### src/hdl/mssd_pkg.sv
// ----------------------------------------------------------------------------
// Seven-segment serial driver package
// Shared constants, types and the segment glyph decoder.
// ----------------------------------------------------------------------------
package mssd_pkg;

	localparam int DIGIT_COUNT_DEF = 4;
	localparam int CODE_W          = 8;
	localparam int WORD_W          = 16;
	localparam int QUEUE_DEPTH     = 2;
	localparam int VAL_W           = 14;

	localparam logic [CODE_W-1:0] CODE_BLANK   = 8'd16;
	localparam logic [VAL_W-1:0]  NUMBER_LIMIT = 14'd9999;
	localparam logic [VAL_W-1:0]  TEMP_LIMIT   = 14'd999;
	localparam logic [7:0]        DP_SEGMENT   = 8'h80;
	localparam logic [7:0]        POINT_NEG    = 8'h04;
	localparam logic [7:0]        POINT_POS    = 8'h02;

	// Reciprocal constants: x / 100 = (x * 5243) >> 19 for x below 43699,
	// x / 10 = (x * 205) >> 11 for x below 1029.
	localparam logic [12:0] DIV100_MUL = 13'd5243;
	localparam int          DIV100_SH  = 19;
	localparam logic [7:0]  DIV10_MUL  = 8'd205;
	localparam int          DIV10_SH   = 11;

	typedef enum logic [2:0] {
		OP_TICK   = 3'd0,
		OP_DIGIT  = 3'd1,
		OP_POINT  = 3'd2,
		OP_NUMBER = 3'd3,
		OP_TEMP   = 3'd4
	} opcode_t;

	typedef struct packed {
		logic full;
		logic empty;
	} q_status_t;

	// Segment byte in the order DP G F E D C B A; blank for codes above 15.
	function automatic logic [7:0] glyph(input logic [CODE_W-1:0] code);
		logic [7:0] seg;
		case (code)
			8'd0:    seg = 8'h3F;
			8'd1:    seg = 8'h06;
			8'd2:    seg = 8'h5B;
			8'd3:    seg = 8'h4F;
			8'd4:    seg = 8'h66;
			8'd5:    seg = 8'h6D;
			8'd6:    seg = 8'h7D;
			8'd7:    seg = 8'h07;
			8'd8:    seg = 8'h7F;
			8'd9:    seg = 8'h6F;
			8'd10:   seg = 8'h77;
			8'd11:   seg = 8'h7C;
			8'd12:   seg = 8'h39;
			8'd13:   seg = 8'h5E;
			8'd14:   seg = 8'h79;
			8'd15:   seg = 8'h71;
			default: seg = 8'h00;
		endcase
		return seg;
	endfunction

endpackage

### src/hdl/mssd_front.sv
// ----------------------------------------------------------------------------
// Seven-segment serial driver front end
// Four-stage pipeline: saturation, decimal split, digit store update and
// tick decode into a sixteen-bit shift word.
// ----------------------------------------------------------------------------
module mssd_front
	import mssd_pkg::*;
#(
	parameter int DIGIT_COUNT = DIGIT_COUNT_DEF
) (
	input  logic                clk,
	input  logic                arst_n,
	input  logic                in_valid,
	output logic                in_ready,
	input  logic [2:0]          in_op,
	input  logic [2:0]          in_pos,
	input  logic [CODE_W-1:0]   in_code,
	input  logic                in_dp,
	input  logic [15:0]         in_num,
	input  logic                in_lz,
	input  logic signed [15:0]  in_temp,
	input  q_status_t           q_stat,
	output logic                push,
	output logic [WORD_W-1:0]   push_word
);

	localparam int IDX_W = $clog2(DIGIT_COUNT);

	typedef struct packed {
		logic [2:0]        op;
		logic [2:0]        pos;
		logic [CODE_W-1:0] code;
		logic              dp;
		logic              lz;
	} ctl_t;

	logic              v_s1, v_s2, v_s3, v_s4;
	ctl_t              ctl_s1, ctl_s2, ctl_s3, ctl_s4;
	logic [15:0]       num_s1, temp_s1;
	logic [VAL_W-1:0]  val_s2, val_s3;
	logic              neg_s2, neg_s3, neg_s4;
	logic [6:0]        hi_s3, lo_s4;
	logic [3:0]        th_s4, hu_s4;

	logic [CODE_W-1:0]      store_q [DIGIT_COUNT];
	logic [DIGIT_COUNT-1:0] mask_q;
	logic [IDX_W-1:0]       idx_q;

	logic              en, is_tick_s4, pos_ok;
	logic [15:0]       tmag;
	logic [VAL_W-1:0]  nsat, tsat, val_d;
	logic [26:0]       prod2;
	logic [6:0]        hi_d, lo_d;
	logic [13:0]       hundred;
	logic [14:0]       p3, p4;
	logic [3:0]        th_d, hu_d, lt, lu;
	logic [CODE_W-1:0] d0, d1, d2, d3, h_bz;
	logic [7:0]        seg, sel;

	assign is_tick_s4 = v_s4 && (ctl_s4.op == OP_TICK);
	assign en         = !(is_tick_s4 && q_stat.full);
	assign in_ready   = en;
	assign push       = is_tick_s4 && !q_stat.full;

	// Stage 1: clamp both candidate values.
	always_comb begin
		tmag  = temp_s1[15] ? (~temp_s1 + 16'd1) : temp_s1;
		nsat  = (num_s1 > 16'd9999) ? NUMBER_LIMIT : num_s1[VAL_W-1:0];
		tsat  = (tmag > 16'd999) ? TEMP_LIMIT : tmag[VAL_W-1:0];
		val_d = (ctl_s1.op == OP_NUMBER) ? nsat : tsat;
	end

	// Stage 2: upper pair of decimal digits.
	assign prod2 = 27'(val_s2) * 27'(DIV100_MUL);
	assign hi_d  = prod2[DIV100_SH+6:DIV100_SH];

	// Stage 3: lower pair and split of the upper pair.
	always_comb begin
		hundred = 14'(hi_s3) * 14'd100;
		lo_d    = 7'(val_s3 - hundred);
		p3      = 15'(hi_s3) * 15'(DIV10_MUL);
		th_d    = p3[DIV10_SH+3:DIV10_SH];
		hu_d    = 4'(hi_s3 - 7'({3'b000, th_d} * 7'd10));
	end

	// Stage 4: split of the lower pair and digit layout.
	always_comb begin
		p4   = 15'(lo_s4) * 15'(DIV10_MUL);
		lt   = p4[DIV10_SH+3:DIV10_SH];
		lu   = 4'(lo_s4 - 7'({3'b000, lt} * 7'd10));
		h_bz = (hu_s4 == 4'd0) ? CODE_BLANK : CODE_W'(hu_s4);
		d0   = CODE_W'(th_s4);
		d1   = CODE_W'(hu_s4);
		d2   = CODE_W'(lt);
		d3   = CODE_W'(lu);
		if (!ctl_s4.lz && th_s4 == 4'd0) begin
			d0 = CODE_BLANK;
			if (hu_s4 == 4'd0) begin
				d1 = CODE_BLANK;
				if (lt == 4'd0) begin
					d2 = CODE_BLANK;
				end
			end
		end
		pos_ok = ({1'b0, ctl_s4.pos} < 4'(DIGIT_COUNT));
	end

	// Tick decode of the digit under the scan index.
	always_comb begin
		seg = glyph(store_q[idx_q]);
		if (mask_q[idx_q]) begin
			seg = seg | DP_SEGMENT;
		end
		sel       = ~(8'h01 << idx_q);
		push_word = {~seg, sel};
	end

	always_ff @(posedge clk or negedge arst_n) begin
		if (!arst_n) begin
			v_s1 <= 1'b0;
			v_s2 <= 1'b0;
			v_s3 <= 1'b0;
			v_s4 <= 1'b0;
		end else if (en) begin
			v_s1 <= in_valid;
			v_s2 <= v_s1;
			v_s3 <= v_s2;
			v_s4 <= v_s3;
		end
	end

	always_ff @(posedge clk) begin
		if (en) begin
			ctl_s1  <= '{op: in_op, pos: in_pos, code: in_code, dp: in_dp, lz: in_lz};
			num_s1  <= in_num;
			temp_s1 <= in_temp;
			ctl_s2  <= ctl_s1;
			val_s2  <= val_d;
			neg_s2  <= temp_s1[15];
			ctl_s3  <= ctl_s2;
			val_s3  <= val_s2;
			neg_s3  <= neg_s2;
			hi_s3   <= hi_d;
			ctl_s4  <= ctl_s3;
			neg_s4  <= neg_s3;
			lo_s4   <= lo_d;
			th_s4   <= th_d;
			hu_s4   <= hu_d;
		end
	end

	// Temperature layouts never blank the tens digit, so they take the raw
	// tens and ones rather than the number layout.
	always_ff @(posedge clk or negedge arst_n) begin
		if (!arst_n) begin
			for (int i = 0; i < DIGIT_COUNT; i++) begin
				store_q[i] <= '0;
			end
			mask_q <= '0;
			idx_q  <= '0;
		end else if (v_s4 && en) begin
			unique case (ctl_s4.op)
				OP_TICK: begin
					if (idx_q == IDX_W'(DIGIT_COUNT - 1)) begin
						idx_q <= '0;
					end else begin
						idx_q <= idx_q + 1'b1;
					end
				end
				OP_DIGIT: begin
					if (pos_ok) begin
						store_q[ctl_s4.pos[IDX_W-1:0]] <= ctl_s4.code;
					end
				end
				OP_POINT: begin
					if (pos_ok) begin
						mask_q[ctl_s4.pos[IDX_W-1:0]] <= ctl_s4.dp;
					end
				end
				OP_NUMBER: begin
					store_q[0] <= d0;
					store_q[1] <= d1;
					store_q[2] <= d2;
					store_q[3] <= d3;
				end
				OP_TEMP: begin
					if (neg_s4) begin
						store_q[0] <= CODE_BLANK;
						store_q[1] <= h_bz;
						store_q[2] <= CODE_W'(lt);
						store_q[3] <= d3;
						mask_q     <= POINT_NEG[DIGIT_COUNT-1:0];
					end else begin
						store_q[0] <= h_bz;
						store_q[1] <= CODE_W'(lt);
						store_q[2] <= d3;
						store_q[3] <= CODE_BLANK;
						mask_q     <= POINT_POS[DIGIT_COUNT-1:0];
					end
				end
				default: begin
				end
			endcase
		end
	end

endmodule

### src/hdl/mssd_queue.sv
// ----------------------------------------------------------------------------
// Seven-segment serial driver word queue
// Small first-in first-out buffer of shift words between front and back.
// ----------------------------------------------------------------------------
module mssd_queue
	import mssd_pkg::*;
#(
	parameter int DEPTH = QUEUE_DEPTH
) (
	input  logic              clk,
	input  logic              arst_n,
	input  logic              push,
	input  logic [WORD_W-1:0] push_word,
	input  logic              pop,
	output logic [WORD_W-1:0] pop_word,
	output q_status_t         stat
);

	localparam int AW = (DEPTH > 1) ? $clog2(DEPTH) : 1;

	logic [WORD_W-1:0] mem_q [DEPTH];
	logic [AW-1:0]     wr_q, rd_q;
	logic [AW:0]       cnt_q;

	assign stat.full  = (cnt_q == (AW + 1)'(DEPTH));
	assign stat.empty = (cnt_q == '0);
	assign pop_word   = mem_q[rd_q];

	always_ff @(posedge clk) begin
		if (push) begin
			mem_q[wr_q] <= push_word;
		end
	end

	always_ff @(posedge clk or negedge arst_n) begin
		if (!arst_n) begin
			wr_q  <= '0;
			rd_q  <= '0;
			cnt_q <= '0;
		end else begin
			if (push) begin
				wr_q <= (wr_q == AW'(DEPTH - 1)) ? '0 : wr_q + 1'b1;
			end
			if (pop) begin
				rd_q <= (rd_q == AW'(DEPTH - 1)) ? '0 : rd_q + 1'b1;
			end
			if (push && !pop) begin
				cnt_q <= cnt_q + 1'b1;
			end else if (pop && !push) begin
				cnt_q <= cnt_q - 1'b1;
			end
		end
	end

endmodule

### src/hdl/mssd_back.sv
// ----------------------------------------------------------------------------
// Seven-segment serial driver back end
// Shifts each queued word out one bit per output transaction, MSB first.
// ----------------------------------------------------------------------------
module mssd_back
	import mssd_pkg::*;
(
	input  logic              clk,
	input  logic              arst_n,
	input  q_status_t         q_stat,
	input  logic [WORD_W-1:0] pop_word,
	output logic              pop,
	output logic              out_valid,
	input  logic              out_ready,
	output logic              out_bit,
	output logic              out_last
);

	localparam int CNT_W = $clog2(WORD_W);

	logic              busy_q, last_q, xfer;
	logic [WORD_W-1:0] word_q;
	logic [CNT_W-1:0]  cnt_q;

	assign xfer      = busy_q && out_ready;
	assign pop       = !q_stat.empty && (!busy_q || (xfer && last_q));
	assign out_valid = busy_q;
	assign out_bit   = word_q[WORD_W-1];
	assign out_last  = last_q;

	always_ff @(posedge clk or negedge arst_n) begin
		if (!arst_n) begin
			busy_q <= 1'b0;
			last_q <= 1'b0;
			cnt_q  <= '0;
		end else if (pop) begin
			busy_q <= 1'b1;
			last_q <= 1'b0;
			cnt_q  <= '0;
		end else if (xfer) begin
			if (last_q) begin
				busy_q <= 1'b0;
				last_q <= 1'b0;
			end else begin
				cnt_q  <= cnt_q + 1'b1;
				last_q <= (cnt_q == CNT_W'(WORD_W - 2));
			end
		end
	end

	always_ff @(posedge clk) begin
		if (pop) begin
			word_q <= pop_word;
		end else if (xfer) begin
			word_q <= {word_q[WORD_W-2:0], 1'b0};
		end
	end

endmodule

### src/hdl/mux_seven_segment_serial_driver_top.sv
// ----------------------------------------------------------------------------
// Multiplexed seven-segment serial driver, top level
// Common-anode display controller feeding a chain of two shift registers.
// ----------------------------------------------------------------------------
// Each input transaction carries an opcode in tuser. Writes (digit code,
// decimal point, number, temperature) produce no output and are accepted
// one per cycle while tready is high; they take effect in order with ticks.
// A tick decodes the digit under the scan index and produces
// sixteen output transactions, one serial bit each: the inverted segment
// byte (DP G F E D C B A) MSB first, then the active-low digit select byte,
// with tlast marking the sixteenth bit where the chain is latched. A tick
// therefore occupies the output for sixteen transactions; the serializer
// in the back end is what sets that figure. Ticks are decoded in the front
// pipeline and wait in a two-entry word queue, so writes and further ticks
// keep flowing while the serializer works; input tready drops only while
// a tick sits at the end of the front pipeline and the queue is full.
// ----------------------------------------------------------------------------
module mux_seven_segment_serial_driver_top
	import mssd_pkg::*;
#(
	parameter int DIGIT_COUNT = DIGIT_COUNT_DEF
) (
	input  logic        clk,
	input  logic        arst_n,
	input  logic        s_axis_tvalid,
	output logic        s_axis_tready,
	// tdata: position[2:0], digit_code[10:3], dp_on[11], number_value[27:12],
	// leading_zeros[28], temperature_tenths[44:29], zero padding[47:45]
	input  logic [47:0] s_axis_tdata,
	// tuser: opcode[2:0]
	input  logic [2:0]  s_axis_tuser,
	output logic        m_axis_tvalid,
	input  logic        m_axis_tready,
	// tdata: serial_data[0], zero padding[7:1]
	output logic [7:0]  m_axis_tdata,
	// tlast: latch_strobe
	output logic        m_axis_tlast
);

	q_status_t         q_stat;
	logic              push, pop, serial_bit;
	logic [WORD_W-1:0] push_word, pop_word;

	// The front end owns the digit store, point mask and scan index, so
	// every write is seen by the ticks that follow it in the stream.
	mssd_front #(
		.DIGIT_COUNT(DIGIT_COUNT)
	) u_front (
		.clk       (clk),
		.arst_n    (arst_n),
		.in_valid  (s_axis_tvalid),
		.in_ready  (s_axis_tready),
		.in_op     (s_axis_tuser),
		.in_pos    (s_axis_tdata[2:0]),
		.in_code   (s_axis_tdata[10:3]),
		.in_dp     (s_axis_tdata[11]),
		.in_num    (s_axis_tdata[27:12]),
		.in_lz     (s_axis_tdata[28]),
		.in_temp   (s_axis_tdata[44:29]),
		.q_stat    (q_stat),
		.push      (push),
		.push_word (push_word)
	);

	mssd_queue #(
		.DEPTH(QUEUE_DEPTH)
	) u_queue (
		.clk       (clk),
		.arst_n    (arst_n),
		.push      (push),
		.push_word (push_word),
		.pop       (pop),
		.pop_word  (pop_word),
		.stat      (q_stat)
	);

	// The back end reloads from the queue on the sixteenth bit, so
	// consecutive ticks stream without a gap.
	mssd_back u_back (
		.clk       (clk),
		.arst_n    (arst_n),
		.q_stat    (q_stat),
		.pop_word  (pop_word),
		.pop       (pop),
		.out_valid (m_axis_tvalid),
		.out_ready (m_axis_tready),
		.out_bit   (serial_bit),
		.out_last  (m_axis_tlast)
	);

	assign m_axis_tdata = {7'b0000000, serial_bit};

endmodule
### config.mk
export PLATFORM = sky130hd
export DESIGN_NAME = mux_seven_segment_serial_driver_top
export DESIGN_NICKNAME = d
export VERILOG_FILES = /design/src/hdl/mssd_pkg.sv /design/src/hdl/mssd_front.sv /design/src/hdl/mssd_queue.sv /design/src/hdl/mssd_back.sv /design/src/hdl/mux_seven_segment_serial_driver_top.sv
export SDC_FILE = /design/constraint.sdc
export NUM_CORES = 1
export LEC_CHECK = 0
export BUFFER_PORTS_ARGS = -buffer_cell sky130_fd_sc_hd__clkbuf_2
export CAP_MARGIN = 20
export CELL_PAD_IN_SITES_DETAIL_PLACEMENT = 1
export CELL_PAD_IN_SITES_GLOBAL_PLACEMENT = 2
export CORE_AREA = 2 2 189 191
export CTS_CLUSTER_DIAMETER = 80
export DETAILED_ROUTE_END_ITERATION = 10
export DIE_AREA = 0 0 191 193
export GPL_TIMING_DRIVEN = 1
export HOLD_SLACK_MARGIN = 0.03
export PLACE_DENSITY = 0.8
export SLEW_MARGIN = 15
export SYNTH_ARGS = -nofsm -noshare
export SYNTH_HDL_FRONTEND = slang
export SYNTH_SLANG_ARGS = --single-unit
### constraint.sdc
create_clock -name clk -period 6.9 [get_ports clk]
set_clock_uncertainty 0.05 [all_clocks]
set_input_delay 1.035 -clock clk [delete_from_list [all_inputs] [get_ports clk]]
set_output_delay 1.035 -clock clk [all_outputs]
set_load 0.05 [all_outputs]
* Word level (Yosys, flattened, before mapping)
Memories as Yosys holds them, arrays and structs flattened. Cells that the tools add are included.
Word-level totals: register bits 210, bits in writable memories 32, bits in read-only memories 112, input bits 55, output and inout bits 11, logic and storage cells 175, memories 2
Memories:
- (name not given) | depth 16, width 7, read ports 1, clocked after Yosys merged registers in 0, wr ports 0, line mssd_pkg.sv:43 | case (code)
- u_queue.mem_q | depth 2, width 16, read ports 1, clocked after Yosys merged registers in 0, wr ports 1, line mssd_queue.sv:21 | logic [WORD_W-1:0] mem_q [DEPTH];
Operators by class: $add $sub $neg 10, multipliers 6, order comparisons 9, equal/unequal tests 11, shifts and indexed selects 1, multiplexer cells 47, bitwise gates (word level) 5, reductions and logical operators 36
Operators with widths (count):
- $pmux 32 s3 | 1
- $mux 32 | 2
- $mux 8 | 8
- $mux 16 | 3
- $mux 14 | 3
- $bwmux 32 | 1
- $mul 7x8->15 const B | 2
- $mul 14x13->26 const B | 1
- $add 16x1->16 const B | 1
- $bmux 8 s2 | 1
- $demux 8 s2 | 1
- $gt 16x10->1 const B | 1
- $gt 16x14->1 const B | 1
- $logic_not 4->1 | 4
- $mux 4 | 4
- $not 16->16 | 1
- $not 8->8 | 2
- $mux 5 | 3
- $logic_and 1x1->1 | 12
- $mux 1 | 12
- $eq 3x2->1 const B | 3
- $mul 4x3->3 const B | 2
- $pmux 4 s2 | 1
- $reduce_bool 2->1 | 4
- 32 further kinds | 51

* Logic depth before layout (Yosys ltp)
Gate-level depths: netlist (run 1).
word-level depth 8, mapped depth 19, depth with buffers taken out 19

* Hierarchy
A second synthesis (run 1) with hierarchy kept.
Unflattened totals: cells, all modules 1227, area total of the unflattened synthesis 15209.6 um2
By module, submodules not included:
- mssd_front | instances 1, cells an instance 1087, area an instance 12700.9 um2, seq. area each 5315.1 um2
- mssd_queue | instances 1, cells an instance 66, area an instance 1392.6 um2, seq. area each 1061.0 um2
- mssd_back | instances 1, cells an instance 65, area an instance 1052.3 um2, seq. area each 630.6 um2
- mux_seven_segment_serial_driver_top | instances 1, cells an instance 9, area an instance 63.8 um2, seq. area each 0.0 um2

* Least setup slack after synthesis (run 1)
No wires, ideal clock.
path type reg-to-reg, start point register u_front.ctl_s4[13] in the netlist's numbering, end point register u_front.v_s1, setup time 0.154 ns, data arrival time 5.922 ns, required time 6.696 ns, slack 0.774 ns, cell stages (with the launch flop) 5, path buffers 0, period minus slack after synthesis 6.126 ns, path through edfxtp_1 -> nand2b_1 -> nor3_1 -> nand3b_1 -> mux2_2
Between the ends: cells in the longest elaborated chain, start to end 3
Ends and longest elaborated chain:
- start, declared | line mssd_front.sv:38 | ctl_t ctl_s1, ctl_s2, ctl_s3, ctl_s4;
- start signal, assigned | line mssd_front.sv:144 | ctl_s4 <= ctl_s3;
- $logic_not 3->1 | line mssd_front.sv:60 | assign is_tick_s4 = v_s4 && (ctl_s4.op == OP_TICK);
- $logic_and 1x1->1 | line mssd_front.sv:60
- $logic_and 1x1->1 | line mssd_front.sv:61 | assign en = !(is_tick_s4 && q_stat.full);
- end signal, assigned | line mssd_front.sv:125 | v_s1 <= in_valid;
- end, declared | line mssd_front.sv:37 | logic v_s1, v_s2, v_s3, v_s4;
No other way between the ends. A chain may end at the register's enable or synchronous reset.

* Worst setup path in the final report (run 1)
start point register u_front.val_s2[8], end point register u_front.hi_s3[4] (data pin)
Between the ends: cells in the longest elaborated chain, start to end 1
Ends and longest elaborated chain:
- start, declared | line mssd_front.sv:40 | logic [VAL_W-1:0] val_s2, val_s3;
- start signal, assigned | line mssd_front.sv:138 | val_s2 <= val_d;
- $mul 14x13->26 | line mssd_front.sv:74 | assign prod2 = 27'(val_s2) * 27'(DIV100_MUL);
- via u_front.prod2[23] | line mssd_front.sv:52 | logic [26:0] prod2;
- end signal, assigned | line mssd_front.sv:143 | hi_s3 <= hi_d;
- end, declared | line mssd_front.sv:42 | logic [6:0] hi_s3, lo_s4;
The timed path passes the listed nets, and every way through them passes these cells.

==> metrics.md, run 1 <==
| Metric | Value |
|---|---|
| Most used DFF post-synth | edfxtp_1 |
| Max Clk Rate | 183 MHz |
| Crit Path Max Fanout | 6 |
| ANT nets after route | 0 |
| Post-CTS Setup Bufs | 0 |
| Area share of and/or/nand/nor cells after synthesis | 0.0719 |
| Ys async rst share | 0.222 |
| Internal power | 4.88 mW |
| Vias in the first global route | 9,987 |
| CP Class | reg -> reg |
| Worst vdd ir | 0.000439 V |
| Multi-input logic area | 7060 sq um |
| Final Hold Fails | 0 |
| Slowest-stage cell, CP | edfxtp_1 |
| DP HPWL | 23.7 mm |
| Vias | 9,091 |
| YS warnings | 0 |
| Final period utilization | 0.790 |
| Sw power | 3.60 mW |
| Reg area | 6770 sq um |
| CTS clk-pin slew, worst paths | 60 ps |
| Avg Vias per Cell | 5.06 |
| Pin count of the biggest net entering global routing | 78 |
| Gr usage total | 0.173 |
| Final worst slack | 1450 ps |
| Max-slew headroom | 0.253 |
| Leak Pwr | 7.59 nW |
| Fillers | 3,701 |
| Comb power frac | 0.565 |
| Clock power share | 0.174 |
| Share of cells above drive strength 1 | 0.0930 |
| Post-synthesis compound-gate area fraction | 0.0914 |
| Slowest cell delay on critical path | 560 ps |
| Yosys cell types | 69 |
| Power per cell area | 514 nW/um^2 |
| Reg2Reg Depth | 16 |
| Hold Path Depth | 0 |
| Root Buffer | clkbuf_16 |
| Post-synth EDFFs | 182 |
| Clock Sinks | 234 |
| Per-cell routed wire length | 16.9 um |
| Mean post-synth cell area | 11.9 sq um |
| Hold_ws | 367 ps |
| Crit end category | flop |
| Cell count after synthesis | 1,241 |
| Yosys reg bits | 234 |
| Ports | 66 |
| Die H | 193 um |
| Sw frac | 0.425 |
| Mapped Area | 14,800 sq um |
| H-tree depth | 1 |
| Initial drt markers | 386 |
| Die ar. | 36,900 sq um |
| First-pass GRT wire length | 50.9 mm |
| Chip Width | 191 um |
| Worst Setup Start Kind | flop |
| Worst Path Required | 7140 ps |
| Final-report setup violation count | 0 |
| Critical Path AT | 5690 ps |
| Slew @ Worst Pin | 1120 ps |
| CTS tree | yes |
| GRT overflow | 0 |
| Slew Viols, Final | 0 |
| Crit-path cells | ha_1 > inv_1 > fa_1 > inv_1 > fa_1 > inv_1 > fa_1 > fa_1 > inv_1 > ha_1 > and4_1 > a221oi_1 > a211oi_1 > o211a_1 > o31a_1 > a31o_2 |
| Final setup TNS | 0 ps |
| GPL Wtd Cong | 0.800 |
| Area Growth Syn to Fin | 11.7% |
| Mux share of post-synthesis cell area | 0.0217 |
| XOR/XNOR share of the synthesized area | 0.0273 |
| CTS resizes | 0 |
| WL final | 30.3 mm |
| Adder-Cell Fraction of Synth Area | 0.264 |
| Core Region | 35,000 sq um |
| Crit path time final | 5450 ps |
| Diodes inserted | 0 |
| Initial Util | 0.422 |
| CTS Buf Count | 28 |
| Sequential share of the synthesized area | 0.458 |
| Initial antenna violation count | 0 |
| Clk buf depth | 3 |
| Outcome | completed |
| First-pass detailed-route iteration total | 7 |
| RSZ-0062 raised after global routing | no |
| Setup WS pre-CTS | 1390 ps |
| HP Class | reg -> reg |
| DR DRC count | 0 |
| Post-cts hold buffer count | 0 |
| Num rows | 69 |
| Later-pin clock latency in the skew report | 540 ps |
| I/O Buffers | 55 |
| Main combinational cell family by area after synthesis | adder cells |
| Max-Cap Viols | 0 |
| NumNets Final | 1,630 |
| Sequential fraction of design power | 0.261 |
## synthesized netlist by cell type, types with 5 or more instances
cell type  number  area share
inv_1         221       0.056
edfxtp_1      182        0.37
ha_1          182        0.15
fa_1           81        0.11
nand2_1        71       0.018
a21oi_1        57       0.019
nor2_1         57       0.014
o21ai_0        55       0.019
dfrtp_1        52       0.088
xnor2_1        34       0.020
nand2b_1       19      0.0080
clkbuf_1       14      0.0036
mux2i_1        14      0.0095
a31oi_1        13      0.0055
xor2_1         12      0.0071
nand3_1        11      0.0037
a21o_1         10      0.0051
nor2b_1        10      0.0042
nor3_1         10      0.0034
buf_4           9      0.0046
nor4_1          7      0.0030
o22ai_1         7      0.0030
a222oi_1        6      0.0041
mux4_2          6      0.0092
nand4_1         6      0.0025
o221ai_1        6      0.0036
a32o_1          5      0.0034
o211ai_1        5      0.0025
o22a_1          5      0.0030
## logic make-up after synthesis
group,Yosys count
adders and majority gates,263
buffers and inverters,247
DFF,234
and+or+nand+nor,218
AOI/OAI and AO/OA,208
xor gates and xnor gates,46
muxes,24
other,1
## per-layer routing
layer	vias up	wire length, um	share of wire	GRT usage
met5	-	0	0	0
met4	0	543	0.018	0.0358
met3	31	824	0.027	0.0190
met2	121	15300	0.51	0.311
met1	4496	13600	0.45	0.225
li1	4443	-	-	-
## registers in the layout, indices dropped and copies added, names as in the netlist, 7 cells and up
| signal | cells |
|---|---|
| u_front.store_q | 32 |
| u_front.num_s1 | 16 |
| u_front.ctl_s4 | 16 |
| u_front.val_s2 | 14 |
| u_front.hi_s3 | 7 |
| u_queue.mem_q | 24 |
| u_front.ctl_s2 | 16 |
| u_front.ctl_s1 | 16 |
| u_front.lo_s4 | 7 |
| u_front.ctl_s3 | 16 |
| u_front.val_s3 | 7 |
| u_front.temp_s1 | 16 |
| u_back.word_q | 16 |
## final cells by class
type,count,share of cell area
Timing Repair Buffer,60,0.0190
Sequential cell,234,0.410
Clock inverter,9,0.00888
Multi-Input combinational cell,766,0.428
Inverter,222,0.0505
Clock buffer,43,0.0484
Tap cell,461,0.0350
## worst paths after layout
check | from | endpoint | slack [ps]
min | u_front.ctl_s3[12] | u_front.ctl_s4[12] | 370
min reg2reg | u_front.ctl_s3[12] | u_front.ctl_s4[12] | 370
max | u_front.val_s2[8] | u_front.hi_s3[4] | 1450
min in group asynchronous | arst_n | u_back.cnt_q[3] | 580
max in group asynchronous | arst_n | u_front.store_q[17] | 5730
max reg2reg | u_front.val_s2[8] | u_front.hi_s3[4] | 1450
## critical path: cells and delay by family (launching register included)
family	cells	cell delay (ps)
adder cells (fa/ha/maj)	6	2750
AO/OA/AOI/OAI	5	1380
flip-flops	1	560
buffers and inverters	4	230
AND/OR/NAND/NOR	1	220
## stage by stage
step / cell area (sq um) / power [mW] / std cells / util
floorplan: 14800 / 5.76 / 1247 / -
global placement: 15500 / 6.86 / 1743 / 0.445
detailed placement: 15500 / 7.07 / 1743 / 0.445
CTS: 16500 / 8.63 / 1795 / 0.472
global route: 16500 / 9.37 / 1795 / 0.472
finish: 16500 / 8.49 / 1795 / 0.472
## power groups by stage
stage                     Clock, mW  Sequential, mW  Combinational, mW
final                          1.48            2.21               4.79
after global routing           1.57            2.25               5.55
after CTS                      1.52            2.21               4.90
after detailed placement          0            2.24               4.83
after global placement            0            2.23               4.63
after floorplan                   0            2.12               3.64
## cell usage in the layout, fill, tap and decap left out, types with 11 or more instances in the layout
| cell type | n |
|---|---|
| nand2b_1 | 19 |
| mux2i_1 | 14 |
| o21ai_0 | 54 |
| nand3_1 | 11 |
| dfrtp_1 | 52 |
| nand2_1 | 71 |
| inv_1 | 221 |
| fa_1 | 81 |
| a31oi_1 | 13 |
| clkbuf_16 | 29 |
| a21oi_1 | 57 |
| edfxtp_1 | 182 |
| ha_1 | 182 |
| xnor2_1 | 34 |
| clkbuf_2 | 55 |
| clkbuf_1 | 12 |
| nor2_1 | 57 |
| xor2_1 | 12 |
Note: power is estimated with default switching activity, not from simulation.
==> inputs of run 2 (changes only) <==
clock period = 5.6 ns   (was 6.9 ns; I/O delays follow)
==> run 2 against run 1 <==
Compared with the run above: clock-buffer cell count fell by 8; sequential cell count did not move; clock power rose by 20%; total power rose by 22%; first-iteration DRC count rose by 12%; sequential power rose by 23%.
==> metrics.md, run 2 (same netlist as run 1, synthesis figures left out) <==
| Metric | Value |
|---|---|
| Max-slew headroom | 0.305 (+0.0518) |
| H-tree depth | 1 (unchanged) |
| CP Class | reg -> reg |
| Diodes inserted | 0 (unchanged) |
| Met3 usage | 0.0233 (+0.00434) |
| Worst Path Required | 5850 ps (-1290 ps) |
| Biggest register | u_front.store_q |
| CTS tree | yes |
| DP Cell Count | 1,743 (unchanged) |
| DR DRC count | 0 (unchanged) |
| CTS clk-pin slew, worst paths | 60 ps (about the same) |
| Share of cells above drive strength 1 | 0.0968 (+0.00382) |
| Area Growth Syn to Fin | 11.7% (about the same) |
| Final Hold Fails | 0 (unchanged) |
| Final worst slack | 358 ps (-1090 ps) |
| DP HPWL | 23.4 mm (-1.3%) |
| Initial Util | 0.422 (unchanged) |
| Clk buf depth | 3 (unchanged) |
| Final-report setup violation count | 0 (unchanged) |
| Max-Cap Viols | 0 (unchanged) |
| Non-filler instance count after layout | 1,794 (-0.056%) |
| Gr usage total | 0.171 (-0.00178) |
| Post-cts hold buffer count | 0 (unchanged) |
| Most frequent cells in the layout | 221 x inv_1, 182 x ha_1, 182 x edfxtp_1 |
| Ports | 66 (unchanged) |
| Crit path time final | 5240 ps (-211 ps) |
| Later-pin clock latency in the skew report | 570 ps (+30 ps) |
| Chip Width | 191 um (unchanged) |
| Pin count of the biggest net entering global routing | 148 (+90%) |
| Setup WS pre-CTS | 245 ps (-1140 ps) |
| GPL Wtd Cong | 0.826 (+3.1%) |
| Crit Path Max Fanout | 6 (unchanged) |
| RSZ-0062 raised after global routing | no |
| Max reg flops | 32 (unchanged) |
| I/O Buffers | 55 (unchanged) |
| Fillers | 3,716 (+0.41%) |
| Critical Path AT | 5490 ps (-200 ps) |
| WL final | 30.4 mm (about the same) |
| Power per cell area | 629 nW/um^2 (+22%) |
| Initial drt markers | 433 (+12%) |
| Die ar. | 36,900 sq um (unchanged) |
| Die H | 193 um (unchanged) |
| Vias | 9,079 (-0.13%) |
| Met2 GRT Util | 0.301 (-0.0100) |
| GRT overflow | 0 (unchanged) |
| First-pass GRT wire length | 50.0 mm (-1.7%) |
| Root Buffer | clkbuf_16 |
| Avg Vias per Cell | 5.06 (about the same) |
| Commonest non-fill, non-tap cell in the layout | inv_1 |
| Met1 usage | 0.223 (-0.00240) |
| Total power | 10.4 mW (+22%) |
| Worst vdd ir | 0.000498 V (+13%) |
| Per-cell routed wire length | 16.9 um (+0.10%) |
| ANT nets after route | 0 (unchanged) |
| Leak Pwr | 7.60 nW (about the same) |
| Vias in the first global route | 9,760 (-2.3%) |
| Worst Setup Start Kind | flop |
| HP Class | in -> async |
| Outcome | completed |
| Clock Sinks | 234 (unchanged) |
| NumNets Final | 1,630 (unchanged) |
| Crit end category | flop |
| First-pass detailed-route iteration total | 5 (-2) |
| Num rows | 69 (unchanged) |
| Slew @ Worst Pin | 1040 ps (-77.4 ps) |
| Core Region | 35,000 sq um (unchanged) |
| CTS Buf Count | 28 (unchanged) |
| Initial antenna violation count | 0 (unchanged) |
| Final setup TNS | 0 ps (unchanged) |
| Slew Viols, Final | 0 (unchanged) |
| GRT Max-Usage Layer | met2 |
| Largest registers | u_front.store_q (32), u_queue.mem_q (24) |
| Max Clk Rate | 191 MHz (+4.0%) |
| Final period utilization | 0.936 (+0.146) |
run 2: worst max-delay path, stage by stage (launching register included):
cell and delay [ps]:
edfxtp_1 540, ha_1 390, inv_1 60, fa_1 500
inv_1 60, fa_1 500, inv_1 50, fa_1 460
fa_1 540, inv_1 40, ha_1 350, and4_1 240
a31oi_1 340, a211oi_1 210, o211a_1 240, o31a_1 230
a31o_2 200
run 2: path summary, 6_finish.rpt:
kind | start | end | slack [ps] | cells past startpoint
setup reg to reg | u_front.val_s2[10] | u_front.hi_s3[4] | 360 | 16
hold reg to reg | u_front.ctl_s3[0] | u_front.ctl_s4[0] | 340 | 0
setup / recovery | u_front.val_s2[10] | u_front.hi_s3[4] | 360 | 16
hold / removal | arst_n | u_back.cnt_q[2] | 340 | 2
min in group clk | u_front.ctl_s3[0] | u_front.ctl_s4[0] | 340 | 0
max in group asynchronous | arst_n | u_front.store_q[8] | 4690 | 2
run 2: layout make-up:
type                    instances  area [sq um]  share of cell area
multi-input cells             766          7080               0.429
flip-flops and latches        234          6770               0.410
inverters                     222           833              0.0505
clock buffers                  35           747              0.0453
well taps                     461           577              0.0350
repair buffers                 60           325              0.0197
clock inverters                16           168              0.0102
run 2: power by group:
part	internal [mW]	total, mW	switching [mW]
registers	2.40	2.72	0.328
logic	2.50	5.88	3.38
clock network	1.04	1.77	0.728
run 2: metal layers:
metal / wire (um) / vias to the layer above / share of wire
met5: 0 / - / 0
met4: 579 / 0 / 0.019
met3: 1030 / 44 / 0.034
met2: 15100 / 134 / 0.50
met1: 13600 / 4469 / 0.45
li1: - / 4432 / -
run 2: stage by stage:
stage	util	hold slack, ps	area [sq um]
2_1_floorplan	-	350	14800
4_1_cts	0.472	347	16500
6_report	0.472	339	16500
3_3_place_gp	0.445	351	15600
3_5_place_dp	0.445	356	15600
5_1_grt	0.472	344	16500
run 2: timing repair:
action | in CTS | in global routing
resized for setup | 0 | 1
endpoints found under the setup margin | 0 | 1
buffers inserted | 0 | 0
==> inputs of run 3 (changes only) <==
PLACE_DENSITY = 0.81   (was 0.8)
SYNTH_HIERARCHICAL = 1   (was default)
==> run 3 against run 2 <==
Compared with the run above: register-to-register slack improved by 70 ps; sequential share of layout area increased by 0.85 points; die area unchanged; hold slack improved by 26 ps; maximum frequency increased by 1.3%.
==> metrics.md, run 3 <==
| Metric | Value |
|---|---|
| Crit Path Max Fanout | 6 (unchanged) |
| Vias | 9,007 (-0.79%) |
| Clk buf depth | 3 (unchanged) |
| Crit path time final | 5180 ps (-66.5 ps) |
| Most frequent cell after synthesis | inv_1 |
| Crit-path cells | ha_1 > inv_1 > fa_1 > inv_1 > fa_1 > inv_1 > fa_1 > inv_1 > fa_1 > ha_1 > nand3_1 > a211oi_1 > a2bb2oi_2 > a211oi_2 > o41ai_1 > buf_4 > o21bai_1 > xor2_1 |
| Top cells by count, synth | 216 x inv_1, 190 x edfxtp_1, 181 x ha_1, 81 x fa_1, 68 x nand2_1 |
| Root Buffer | clkbuf_16 |
| Vias in the first global route | 9,880 (+1.2%) |
| Final instance area | 16,700 sq um (+1.5%) |
| Fillers | 3,707 (-0.24%) |
| Yosys reg bits | 242 (+3.4%) |
| Max-slew headroom | 0.311 (+0.00643) |
| YS warnings | 6 (+6) |
| RSZ-0062 raised after global routing | no |
| Placement-stage cell area | 16,000 sq um (+2.7%) |
| Die ar. | 36,900 sq um (unchanged) |
| Initial antenna violation count | 0 (unchanged) |
| Slew Viols, Final | 0 (unchanged) |
| Avg Vias per Cell | 5.06 (about the same) |
| First-pass GRT wire length | 51.0 mm (+1.9%) |
| Commonest non-fill, non-tap cell in the layout | inv_1 |
| Final worst slack | 425 ps (+66.5 ps) |
| CTS clk-pin slew, worst paths | 60 ps (about the same) |
| Main combinational cell family by area after synthesis | adder cells |
| Max-Cap Viols | 0 (unchanged) |
| Final Hold Fails | 0 (unchanged) |
| Worst Path Required | 5820 ps (-30 ps) |
| CP Class | reg -> reg |
| Outcome | completed |
| Worst Setup Start Kind | flop |
| Reg2Reg Depth | 18 (+2) |
| Slowest-stage cell, CP | edfxtp_1 |
| Critical Path AT | 5390 ps (-100 ps) |
| Final period utilization | 0.924 (-0.0119) |
| Cell count along the critical path | 18 (+2) |
| Mapped Area | 15,200 sq um (+3.0%) |
| CTS tree | yes |
| XOR/XNOR share of the synthesized area | 0.0285 (+0.00126) |
| DP HPWL | 23.6 mm (+0.92%) |
| Max Clk Rate | 193 MHz (+1.3%) |
| Hold Path Depth | 0 |
| Pin count of the biggest net entering global routing | 80 (-46%) |
| Most used DFF post-synth | edfxtp_1 |
| Most frequent cells in the layout | 216 x inv_1, 190 x edfxtp_1, 181 x ha_1 |
| I/O Buffers | 55 (unchanged) |
| Core Region | 35,000 sq um (unchanged) |
| CTS Buf Count | 25 (-11%) |
| Ys async rst share | 0.215 (-0.00735) |
| Diodes inserted | 0 (unchanged) |
| Setup WS pre-CTS | 338 ps (+92.6 ps) |
| Multi-input logic area | 7230 sq um (+2.1%) |
| Sequential share of the synthesized area | 0.461 (+0.00245) |
| Chip Width | 191 um (unchanged) |
| Slowest cell delay on critical path | 560 ps (+20 ps) |
| Per-cell routed wire length | 17.2 um (+1.4%) |
| First-pass detailed-route iteration total | 6 (+1) |
| Synth top area share | 0.375 (+0.00502) |
| Die H | 193 um (unchanged) |
| DR DRC count | 0 (unchanged) |
| Gr usage total | 0.174 (+0.00323) |
| Slew @ Worst Pin | 1030 ps (-9.61 ps) |
| Yosys cell types | 75 (+8.7%) |
| GPL Wtd Cong | 0.774 (-6.3%) |
| Mux share of post-synthesis cell area | 0.0437 (+0.0220) |
| Yosys top cell by area | edfxtp_1 |
| Area Growth Syn to Fin | 10.0% |
| Post-synth EDFFs | 190 (+4.4%) |
| Reg area | 7010 sq um (+3.6%) |
| Largest registers | u_front/store_q (32), u_queue/mem_q (32) |
| ANT nets after route | 0 (unchanged) |
| Area share of and/or/nand/nor cells after synthesis | 0.0688 (-0.00316) |
| Cell count after synthesis | 1,227 (-1.1%) |
| Clock Sinks | 242 (+3.4%) |
| Ports | 66 (unchanged) |
| Later-pin clock latency in the skew report | 520 ps (-50 ps) |
| Post-synthesis compound-gate area fraction | 0.0746 (-0.0168) |
| Mean post-synth cell area | 12.4 sq um (+4.2%) |
| H-tree depth | 1 (unchanged) |
| Final setup TNS | 0 ps (unchanged) |
| Crit end category | flop |
| Final-report setup violation count | 0 (unchanged) |
| Num rows | 69 (unchanged) |
| Initial Util | 0.435 (+0.0127) |
| Post-CTS Setup Bufs | 0 (unchanged) |
| Adder-Cell Fraction of Synth Area | 0.256 (-0.00851) |
| Critical path's top delay family | adder cells |
| Initial drt markers | 385 (-11%) |
| Top post-synthesis cells by area | edfxtp_1 38%, ha_1 15%, fa_1 11% |
| HP Class | reg -> reg |
| WL final | 30.5 mm (+0.61%) |
| Buf/Inv on CP | 5 (+1) |
| Share of cells above drive strength 1 | 0.126 (+0.0291) |
| NumNets Final | 1,619 (-0.67%) |
| GRT overflow | 0 (unchanged) |
run 3: cell count changes in the layout (fill, tap and decap cells not counted), sizes merged, moves of 6 or more:
| cell | previous run | this run |
|---|---|---|
| xor2 | 12 | 19 |
| buf | 5 | 15 |
| xnor2 | 34 | 28 |
| mux2i | 14 | 3 |
| edfxtp | 182 | 190 |
| inv | 223 | 216 |
| mux2 | 4 | 37 |
| a31oi | 13 | 7 |
| nand3 | 11 | 19 |
| nor2 | 57 | 45 |
| a21oi | 57 | 31 |
run 3: final timing paths:
kind	startpoint	end	slack, ps
setup / recovery	u_front/val_s2[9]	u_front/hi_s3[5]	420
setup reg to reg	u_front/val_s2[9]	u_front/hi_s3[5]	420
hold / removal	u_front/ctl_s2[5]	u_front/ctl_s3[5]	370
hold reg to reg	u_front/ctl_s2[5]	u_front/ctl_s3[5]	370
max in group asynchronous	arst_n	u_front/store_q[5]	4590
min in group asynchronous	arst_n	u_front/store_q[1]	410
run 3: metal layers:
layer	up-vias	part of all wire	GRT usage
li1	4382	-	-
met1	4482	0.46	0.233
met5	-	0	0
met2	106	0.49	0.307
met4	0	0.019	0.0346
met3	37	0.025	0.0199
run 3: what timing repair did:
action                                  CTS  global route
endpoints found under the setup margin    0             1
gates resized for setup                   0             2
hold buffers                              0             0
run 3: final cells by class:
cell class	count	area share
clock buffer	34	0.0394
clock inverter	10	0.00396
multi-input combinational	747	0.432
inverter	216	0.0484
tap	461	0.0345
sequential	242	0.419
timing repair buffer	70	0.0232
run 3: worst reg2reg max path, cell delays in order (launching register included):
cell,delay (ps)
edfxtp_1,560
ha_1,390
inv_1,60
fa_1,510
inv_1,70
fa_1,500
inv_1,50
fa_1,470
inv_1,60
fa_1,500
ha_1,300
nand3_1,140
a211oi_1,280
a2bb2oi_2,150
a211oi_2,350
o41ai_1,110
buf_4,150
o21bai_1,150
xor2_1,90
run 3: per-stage QoR:
stage	instances	util	hold slack, ps
after floorplan	1236	-	350
after global placement	1736	0.458	351
after detailed placement	1736	0.458	355
after CTS	1780	0.478	366
after global routing	1780	0.479	373
final	1780	0.479	366
run 3: logic make-up (layout without fill, tap and decap cells):
group,after synthesis,in the layout
AO/OA/AOI/OAI,173,173
XOR/XNOR,48,48
flip-flops,242,242
buffers and inverters,247,330
AND/OR/NAND/NOR,207,207
adder cells (fa/ha/maj),262,262
multiplexers,46,46
other,2,11
Power of run 3 is left out: the tool's default activity adds up to more than one toggle a clock period on the data nets, which glitch-free logic cannot reach.
